[config.mk]
export PLATFORM = sky130hd
export DESIGN_NAME = sha1_message_hasher_core
export DESIGN_NICKNAME = d
export VERILOG_FILES = /design/src/design/sha1mh_pkg.sv /design/src/design/sha1_message_hasher_core.sv /design/src/design/sha1mh_sched.sv /design/src/design/sha1mh_round.sv
export VERILOG_INCLUDE_DIRS = /design/src /design/src/design
export SDC_FILE = /design/constraint.sdc
export NUM_CORES = 2
export LEC_CHECK = 0
export ABC_AREA = 0
export BUFFER_PORTS_ARGS = -buffer_cell sky130_fd_sc_hd__buf_2
export CORE_UTILIZATION = 55
export DETAILED_ROUTE_END_ITERATION = 16
export PLACE_DENSITY = 0.71
export SYNTH_ARGS = -nofsm -noshare
export SYNTH_HDL_FRONTEND = slang
export SYNTH_SLANG_ARGS = --single-unit
[constraint.sdc]
create_clock -name clock -period 55.4 [get_ports clock]
set_input_delay 0 -clock clock [delete_from_list [all_inputs] [get_ports clock]]
set_output_delay 0 -clock clock [all_outputs]
set_load 0.05 [all_outputs]
[src/design/assert_macros.svh]
// Assertion macros for the SHA-1 hasher RTL.
// No dependencies; included by sha1_message_hasher_core, the module that carries checks.
`ifndef ASSERT_MACROS_SVH
`define ASSERT_MACROS_SVH

`ifndef ASSERT_OFF
// same-cycle implication
`define ASSERT_IMPL(lbl, clk, rst, ante, cons) \
   lbl: assert property (@(posedge clk) disable iff (rst) (ante) |-> (cons)) \
      else $error("assertion failed");
// next-cycle implication
`define ASSERT_NEXT(lbl, clk, rst, ante, cons) \
   lbl: assert property (@(posedge clk) disable iff (rst) (ante) |=> (cons)) \
      else $error("assertion failed");
`else
`define ASSERT_IMPL(lbl, clk, rst, ante, cons)
`define ASSERT_NEXT(lbl, clk, rst, ante, cons)
`endif

`endif

[src/design/sha1mh_pkg.sv]
// Types, constants and helpers for the SHA-1 message hasher.
// No dependencies; imported by every module of the block.
package sha1mh_pkg;

   localparam int WORD_W      = 32;
   localparam int NUM_HASH    = 5;
   localparam int BLOCK_BITS  = 512;

   typedef logic [WORD_W-1:0]         word_type;
   typedef logic [NUM_HASH-1:0][WORD_W-1:0] hash_arr_type;
   typedef logic [6:0]                round_idx_type;
   typedef logic [7:0]                byte_type;

   localparam hash_arr_type HASH_INIT = {32'hC3D2E1F0, 32'h10325476, 32'h98BADCFE,
                                         32'hEFCDAB89, 32'h67452301};

   localparam word_type K_R0 = 32'h5A827999;
   localparam word_type K_R1 = 32'h6ED9EBA1;
   localparam word_type K_R2 = 32'h8F1BBCDC;
   localparam word_type K_R3 = 32'hCA62C1D6;

   localparam round_idx_type ROUND_B1   = 7'd20;
   localparam round_idx_type ROUND_B2   = 7'd40;
   localparam round_idx_type ROUND_B3   = 7'd60;
   localparam round_idx_type LAST_ROUND = 7'd79;

   localparam byte_type   PAD_MARK_BYTE = 8'h80;
   localparam logic [5:0] LEN_START_POS = 6'd56;
   localparam logic [5:0] LAST_POS      = 6'd63;
   localparam logic [2:0] LAST_WORD_IDX = 3'd4;

   typedef struct packed {
      logic          init;
      logic          load;
      logic          step;
      logic          update;
      round_idx_type round_idx;
   } rnd_ctrl_type;

   typedef struct packed {
      logic     push;
      byte_type data;
      logic     step;
   } sch_ctrl_type;

   function automatic word_type rotl(input word_type x, input int unsigned n);
      rotl = (x << n) | (x >> (WORD_W - n));
   endfunction

endpackage

[src/design/sha1_message_hasher_core.sv]
// SHA-1 message hasher top level: byte intake, padding sequencer, digest output.
// Depends on sha1mh_pkg, sha1mh_sched, sha1mh_round and assert_macros.svh.
// A byte item is taken while idle; one that fills a block starts compression and the update.
// Intake stalls while a block is compressed, so no new byte is taken until that block is done.
// A last item runs the pad bytes and each padded block, then the five digest words, each held until taken.
// Reset (synchronous): chaining words to the initial values, bit count zero, idle.
`include "assert_macros.svh"

module sha1_message_hasher_core import sha1mh_pkg::*; (
   input  logic        clock,
   input  logic        reset,
   input  logic        req_valid,
   output logic        req_stall,
   input  logic [7:0]  req_data_byte,
   input  logic        req_has_byte,
   input  logic        req_last,
   output logic        rsp_valid,
   input  logic        rsp_stall,
   output logic [31:0] rsp_digest_word,
   output logic [2:0]  rsp_word_index,
   output logic        rsp_last_word
);

   typedef enum logic [2:0] {
      ST_IDLE, ST_PAD, ST_COMPRESS, ST_UPDATE, ST_EMIT
   } state_type;

   typedef enum logic [1:0] {
      PAD_MARK, PAD_ZERO, PAD_LEN
   } pad_sel_type;

   state_type     state_ff,     state_in;
   pad_sel_type   pad_sel_ff,   pad_sel_in;
   logic [63:0]   count_ff,     count_in;
   logic [5:0]    pos_ff,       pos_in;
   logic [2:0]    len_idx_ff,   len_idx_in;
   logic [2:0]    word_idx_ff,  word_idx_in;
   round_idx_type round_ff,     round_in;
   logic          finishing_ff, finishing_in;
   logic          pad_done_ff,  pad_done_in;

   logic          req_fire;
   logic          rsp_fire;
   byte_type      pad_byte;
   hash_arr_type  hash_words;
   word_type      w_cur;
   rnd_ctrl_type  rnd_ctrl;
   sch_ctrl_type  sch_ctrl;

   assign req_stall = (state_ff != ST_IDLE);
   assign req_fire  = req_valid && !req_stall;
   assign rsp_valid = (state_ff == ST_EMIT);
   assign rsp_fire  = rsp_valid && !rsp_stall;

   always_comb begin
      unique case (pad_sel_ff)
         PAD_MARK: pad_byte = PAD_MARK_BYTE;
         PAD_ZERO: pad_byte = '0;
         PAD_LEN:  pad_byte = 8'(count_ff >> {len_idx_ff, 3'b000});
         default:  pad_byte = '0;
      endcase
   end

   always_comb begin
      state_in     = state_ff;
      pad_sel_in   = pad_sel_ff;
      count_in     = count_ff;
      pos_in       = pos_ff;
      len_idx_in   = len_idx_ff;
      word_idx_in  = word_idx_ff;
      round_in     = round_ff;
      finishing_in = finishing_ff;
      pad_done_in  = pad_done_ff;
      unique case (state_ff)
         ST_IDLE: begin
            if (req_fire) begin
               finishing_in = req_last;
               pad_sel_in   = PAD_MARK;
               if (req_has_byte) begin
                  pos_in   = pos_ff + 6'd1;
                  count_in = count_ff + 64'd8;
               end
               if (req_has_byte && pos_ff == LAST_POS) begin
                  state_in = ST_COMPRESS;
                  round_in = '0;
               end else if (req_last) begin
                  state_in = ST_PAD;
               end
            end
         end
         ST_PAD: begin
            pos_in = pos_ff + 6'd1;
            if (pad_sel_ff == PAD_LEN) begin
               len_idx_in = len_idx_ff - 3'd1;
               if (len_idx_ff == 3'd0) begin
                  pad_done_in = 1'b1;
               end
            end else if (pos_ff + 6'd1 == LEN_START_POS) begin
               pad_sel_in = PAD_LEN;
               len_idx_in = 3'd7;
            end else begin
               pad_sel_in = PAD_ZERO;
            end
            if (pos_ff == LAST_POS) begin
               state_in = ST_COMPRESS;
               round_in = '0;
            end
         end
         ST_COMPRESS: begin
            round_in = round_ff + 7'd1;
            if (round_ff == LAST_ROUND) begin
               state_in = ST_UPDATE;
            end
         end
         ST_UPDATE: begin
            if (pad_done_ff) begin
               state_in    = ST_EMIT;
               word_idx_in = '0;
            end else if (finishing_ff) begin
               state_in = ST_PAD;
            end else begin
               state_in = ST_IDLE;
            end
         end
         ST_EMIT: begin
            if (rsp_fire) begin
               word_idx_in = word_idx_ff + 3'd1;
               if (word_idx_ff == LAST_WORD_IDX) begin
                  state_in     = ST_IDLE;
                  count_in     = '0;
                  pos_in       = '0;
                  finishing_in = 1'b0;
                  pad_done_in  = 1'b0;
               end
            end
         end
         default: state_in = ST_IDLE;
      endcase
   end

   always_ff @(posedge clock) begin
      if (reset) begin
         state_ff     <= ST_IDLE;
         pad_sel_ff   <= PAD_MARK;
         count_ff     <= '0;
         pos_ff       <= '0;
         len_idx_ff   <= '0;
         word_idx_ff  <= '0;
         round_ff     <= '0;
         finishing_ff <= 1'b0;
         pad_done_ff  <= 1'b0;
      end else begin
         state_ff     <= state_in;
         pad_sel_ff   <= pad_sel_in;
         count_ff     <= count_in;
         pos_ff       <= pos_in;
         len_idx_ff   <= len_idx_in;
         word_idx_ff  <= word_idx_in;
         round_ff     <= round_in;
         finishing_ff <= finishing_in;
         pad_done_ff  <= pad_done_in;
      end
   end

   always_comb begin
      rnd_ctrl.init      = rsp_fire && (word_idx_ff == LAST_WORD_IDX);
      rnd_ctrl.load      = (state_in == ST_COMPRESS) && (state_ff != ST_COMPRESS);
      rnd_ctrl.step      = (state_ff == ST_COMPRESS);
      rnd_ctrl.update    = (state_ff == ST_UPDATE);
      rnd_ctrl.round_idx = round_ff;
      sch_ctrl.push      = (req_fire && req_has_byte) || (state_ff == ST_PAD);
      sch_ctrl.data      = (state_ff == ST_PAD) ? pad_byte : req_data_byte;
      sch_ctrl.step      = (state_ff == ST_COMPRESS);
   end

   sha1mh_sched u_sched (
      .clock (clock),
      .ctrl  (sch_ctrl),
      .w_out (w_cur)
   );

   sha1mh_round u_round (
      .clock    (clock),
      .reset    (reset),
      .ctrl     (rnd_ctrl),
      .w_in     (w_cur),
      .hash_out (hash_words)
   );

   assign rsp_digest_word = hash_words[word_idx_ff];
   assign rsp_word_index  = word_idx_ff;
   assign rsp_last_word   = (word_idx_ff == LAST_WORD_IDX);

   `ASSERT_NEXT(a_digest_restarts, clock, reset, rsp_fire && rsp_last_word, (count_ff == 64'd0) && !req_stall)
   `ASSERT_IMPL(a_round_range, clock, reset, state_ff == ST_COMPRESS, round_ff <= LAST_ROUND)
   `ASSERT_NEXT(a_update_after_last_round, clock, reset, (state_ff == ST_COMPRESS) && (round_ff == LAST_ROUND), state_ff == ST_UPDATE)
   `ASSERT_IMPL(a_len_position, clock, reset, (state_ff == ST_PAD) && (pad_sel_ff == PAD_LEN), pos_ff == {3'b111, ~len_idx_ff})
   `ASSERT_IMPL(a_no_intake_while_emitting, clock, reset, rsp_valid, req_stall)

endmodule

[src/design/sha1mh_sched.sv]
// 512-bit block buffer that doubles as the rolling message schedule.
// Depends on sha1mh_pkg.
module sha1mh_sched import sha1mh_pkg::*; (
   input  logic         clock,
   input  sch_ctrl_type ctrl,
   output word_type     w_out
);

   logic [BLOCK_BITS-1:0] sched_ff;
   logic [BLOCK_BITS-1:0] sched_in;
   word_type              w_next;

   // word i sits at sched_ff[511-32i -: 32]; word 0 is the current round's w
   assign w_next = rotl(sched_ff[511-32*13 -: WORD_W] ^ sched_ff[511-32*8 -: WORD_W]
                      ^ sched_ff[511-32*2 -: WORD_W] ^ sched_ff[511 -: WORD_W], 1);
   assign w_out  = sched_ff[511 -: WORD_W];

   always_comb begin
      sched_in = sched_ff;
      if (ctrl.push) begin
         sched_in = {sched_ff[BLOCK_BITS-9:0], ctrl.data};
      end else if (ctrl.step) begin
         sched_in = {sched_ff[BLOCK_BITS-WORD_W-1:0], w_next};
      end
   end

   always_ff @(posedge clock) begin
      sched_ff <= sched_in;
   end

endmodule

[src/design/sha1mh_round.sv]
// Shared SHA-1 round unit: working variables a..e and the chaining words.
// Depends on sha1mh_pkg.
module sha1mh_round import sha1mh_pkg::*; (
   input  logic         clock,
   input  logic         reset,
   input  rnd_ctrl_type ctrl,
   input  word_type     w_in,
   output hash_arr_type hash_out
);

   hash_arr_type hash_ff;
   hash_arr_type rv_ff;
   word_type     f_val;
   word_type     k_val;
   word_type     t_val;

   always_comb begin
      priority if (ctrl.round_idx < ROUND_B1) begin
         f_val = (rv_ff[1] & rv_ff[2]) | (~rv_ff[1] & rv_ff[3]);
         k_val = K_R0;
      end else if (ctrl.round_idx < ROUND_B2) begin
         f_val = rv_ff[1] ^ rv_ff[2] ^ rv_ff[3];
         k_val = K_R1;
      end else if (ctrl.round_idx < ROUND_B3) begin
         f_val = (rv_ff[1] & rv_ff[2]) | (rv_ff[1] & rv_ff[3]) | (rv_ff[2] & rv_ff[3]);
         k_val = K_R2;
      end else begin
         f_val = rv_ff[1] ^ rv_ff[2] ^ rv_ff[3];
         k_val = K_R3;
      end
      t_val = rotl(rv_ff[0], 5) + f_val + rv_ff[4] + k_val + w_in;
   end

   always_ff @(posedge clock) begin
      if (ctrl.load) begin
         rv_ff <= hash_ff;
      end else if (ctrl.step) begin
         rv_ff <= {rv_ff[3], rv_ff[2], rotl(rv_ff[1], 30), rv_ff[0], t_val};
      end
   end

   always_ff @(posedge clock) begin
      if (reset || ctrl.init) begin
         hash_ff <= HASH_INIT;
      end else if (ctrl.update) begin
         for (int i = 0; i < NUM_HASH; i++) begin
            hash_ff[i] <= hash_ff[i] + rv_ff[i];
         end
      end
   end

   assign hash_out = hash_ff;

endmodule
==> key figures <==
STA
  • Pins Over Slew Limit: 0
  • Period minus WS final: approximately 7 ns
  • Slew @ Worst Pin: approximately 1.4 ns
  • Setup TNS: 0 ns
  • Worst clock skew: 0.0298 ns
  • Period utilization: 0.126
  • Rel. slew slack: 0.0892
  • Fmax: approximately 0.14 GHz
  • RSZ-0062 raised after global routing: no
  • Final hold vios: 0
  • Final setup viols: 0

Clock network
  • Root Driver: clkbuf_16
  • Clk sinks: 919
  • Postcts setup bufs: 0
  • CTS Buffer Depth: 3
  • TritonCTS clock tree: done
  • Worst-Skew Late Latency: 0.69 ns
  • Cts bufs inserted: 100
  • H-tree level count: 3
  • Reg clk slew, reported paths: roughly 0.06 ns

GRT
  • First-pass GRT wire length: 214 mm
  • Total gr overflow: 0
  • Vias in the first global route: a little under 40000
  • Antenna violations before repair: 0
  • Pin count of the biggest net entering global routing: between 200 and 250
  • Total track usage: 0.277

Synth
  • Synth Instances: roughly 5700
  • Fraction of registers with async set/reset: 0
  • Syn_area_per_cell: slightly above 9 um^2
  • Yosys warns: 0
  • Post-Syn Area: around 53000 um^2
  • Register area share after synthesis: 0.478
  • Yosys cell types: 83
  • FF+latch count, synth: 919
  • Post-synth EDFFs: 672
  • Top FF cell, synth: edfxtp_1
  • Syn nets: between 6000 and 7000

Place
  • Placed wire-length estimate: 92.6 mm
  • RD Place Congestion: roughly 0.93
  • IO buf count: 51

Power and ir drop
  • Worst vdd ir: ~0.025 mV
  • Overall Power: roughly 1.9 mW
  • Power Density: approximately 33 nW/um^2
  • P_leak: 24.4 nW

Die
  • Core area: 94900 um^2
  • Die width: roughly 310 um
  • Placement row count: between 100 and 150
  • IO Pins: 52
  • Die ar.: slightly below 100000 um^2
  • Initial Utilization: 0.554
  • Die H: a little over 300 um

Worst setup path
  • FF-to-FF setup slack: a little under 50 ns
  • Slowest CP cell: fa_1
  • R2R cell count: 23
  • Setup CP Type: flop to flop
  • Crit path required time: 55.79 ns
  • CP max FO: 18
  • Arr. time, crit path: around 7.4 ns
  • Critical R2R Launch: round_ff[3]
  • RR Endpoint: u_round.rv_ff[31]
  • Worst path cell trace: o21ai_0 > nand2b_1 > inv_1 > nand2_1 > nand2_1 > buf_4 > a222oi_1 > fa_1 > fa_1 > inv_1 > ha_1 > fa_1 > a21o_1 > a21oi_1 > o21bai_1 > o311ai_1 > o41ai_1 > o31ai_1 > a31o_2 > nand3_1 > a31oi_1 > xnor2_1 > a21oi_1
  • CP Buf/Inv Count: 3
  • Crit-path leading delay family: compound AO/OA/AOI/OAI gates
  • CP Launch Type: flop
  • CP max stage delay: around 0.52 ns
  • Critical path's most frequent cell: fa_1
  • Critical Path End Type: flop

Hold path
  • Hold Crit Endpoint: rsp_word_index[1]
  • Worst hold path depth: 5
  • Hold_sp: rsp_stall
  • Worst Hold Class: input pin to flop

Outcome
  • Status: complete, no violations

Drt
  • WL final: between 100 and 150 mm
  • Routed Antenna Nets: 0
  • DR pass1 iterations: 6
  • DR vias/cell: roughly 5.7
  • DRC viols: 0
  • DR vias: between 40000 and 50000
  • Initial drt markers: 4068
  • Wire length per cell: 19.1 um

Finish
  • FILL cells: between 8000 and 9000
  • Final #Nets: about 6000
  • Layout cell share with drive strength beyond 1: 0.0555
  • P&R area growth vs syn: 8.96%

Run
  • Max cap viols: 0
-- stage by stage --
step	util	cells	setup slack, ns	hold slack, ns	area (um^2)
after floorplan	-	5745	15.30	0.221	52600
after global placement	0.567	6841	48.54	0.358	53800
after detailed placement	0.567	6841	48.43	0.359	53800
after CTS	0.604	7046	48.39	0.293	57300
after global routing	0.604	7046	47.93	0.341	57300
final	0.604	7047	48.40	0.336	57300
-- cell usage in the layout (no fill, tap or decap), drive strengths merged, types with 117 or more instances in the layout --
cell | synthesis | routed
a21o | 121 | 121
a21oi | 277 | 277
clkbuf | 232 | 137
dfxtp | 247 | 247
edfxtp | 672 | 672
fa | 117 | 117
ha | 207 | 207
inv | 300 | 304
nand2 | 2095 | 2095
nor2 | 201 | 201
o21ai | 286 | 286
xnor2 | 202 | 202
-- worst max path at each step --
stage                     endpoint   startpoint  slack (ns)  depth (start not counted)
2_1_floorplan  u_sched.sched_ff[0]  state_ff[0]       15.30                          4
3_3_place_gp     u_round.rv_ff[31]  round_ff[3]       48.54                         23
3_5_place_dp     u_round.rv_ff[31]  round_ff[3]       48.43                         23
4_1_cts          u_round.rv_ff[31]  round_ff[3]       48.39                         23
5_1_grt          u_round.rv_ff[27]  round_ff[3]       47.93                         23
6_report         u_round.rv_ff[31]  round_ff[3]       48.40                         23
-- metal layers --
metal	track usage	vias up	routed length, um
li1	-	19400	-
met1	0.381	19400	58900
met2	0.451	1153	64100
met3	0.0379	235	7520
met4	0.0948	0	4420
met5	0	-	0
-- power breakdown --
group          leakage (nW)  total, mW  internal, mW  switching [mW]
registers              8.46      0.900         0.851          0.0484
logic                  14.4      0.333         0.126           0.207
clock network          1.60      0.669         0.383           0.286
-- worst min-delay path: cells and delay by family --
family | cells | cell delay (ns)
buffers and inverters | 2 | 0.67
AOI/OAI and AO/OA | 1 | 0.18
and+or+nand+nor | 2 | 0.13
-- registers in the layout, summed over array words and instances, names as in the netlist --
register,count
pad_done_ff,1
len_idx_ff,3
u_round.rv_ff,160
u_sched.sched_ff,512
finishing_ff,1
pad_sel_ff,2
state_ff,3
pos_ff,6
u_round.hash_out,160
rsp_word_index,3
count_ff,61
round_ff,7
-- kinds of logic after synthesis --
| kind of cell | count (synthesis) | synth area share |
|---|---|---|
| and+or+nand+nor | 2618 | 0.201 |
| xor gates and xnor gates | 304 | 0.0506 |
| muxes | 85 | 0.0270 |
| AOI/OAI and AO/OA | 939 | 0.110 |
| adders and majority gates | 324 | 0.0938 |
| DFF | 919 | 0.478 |
| buffers and inverters | 556 | 0.0398 |
-- cells in the mapped netlist, drive strengths merged, types with 7 or more instances --
cell type	count	area share
o31ai	11	0.0016
a21oi	277	0.027
a211o	10	0.0017
nor3b	7	0.0010
dfxtp	247	0.094
nand4	26	0.0032
a2111oi	9	0.0019
o21ai	286	0.027
nand2	2095	0.15
o22a	7	0.0012
or2	8	0.00095
nor2	201	0.014
o21bai	19	0.0027
clkbuf	232	0.017
and2	11	0.0013
xor2	102	0.017
o211ai	45	0.0064
o21a	21	0.0030
mux4	45	0.019
and4	7	0.0012
mux2i	37	0.0070
or3	24	0.0029
a211oi	26	0.0037
a31oi	22	0.0026
fa	117	0.045
nor3	50	0.0048
and3	35	0.0042
nand2b	27	0.0032
a21o	121	0.017
inv	300	0.021
nor2b	30	0.0036
nand3	79	0.0075
ha	207	0.049
a221oi	11	0.0021
edfxtp	672	0.38
a22oi	19	0.0027
xnor2	202	0.034
buf	24	0.0018
-- what timing repair did --
action                                 in CTS  in global routing
gates resized for setup                     0                  0
endpoints found under the hold margin      34                  0
hold buffers                               18                  0
-- cell type report --
cell class / count / area, um^2 / share of cell area
repair buffers: 105 / 731 / 0.0128
clock inverters: 50 / 492 / 0.00858
flip-flops and latches: 919 / 25100 / 0.439
well taps: 1265 / 1580 / 0.0276
inverters: 300 / 1130 / 0.0197
clock buffers: 137 / 2800 / 0.0488
diodes: 1 / 2.50 / 0.0000437
multi-input cells: 4270 / 25400 / 0.444
Note: power is estimated with default switching activity, not from simulation.
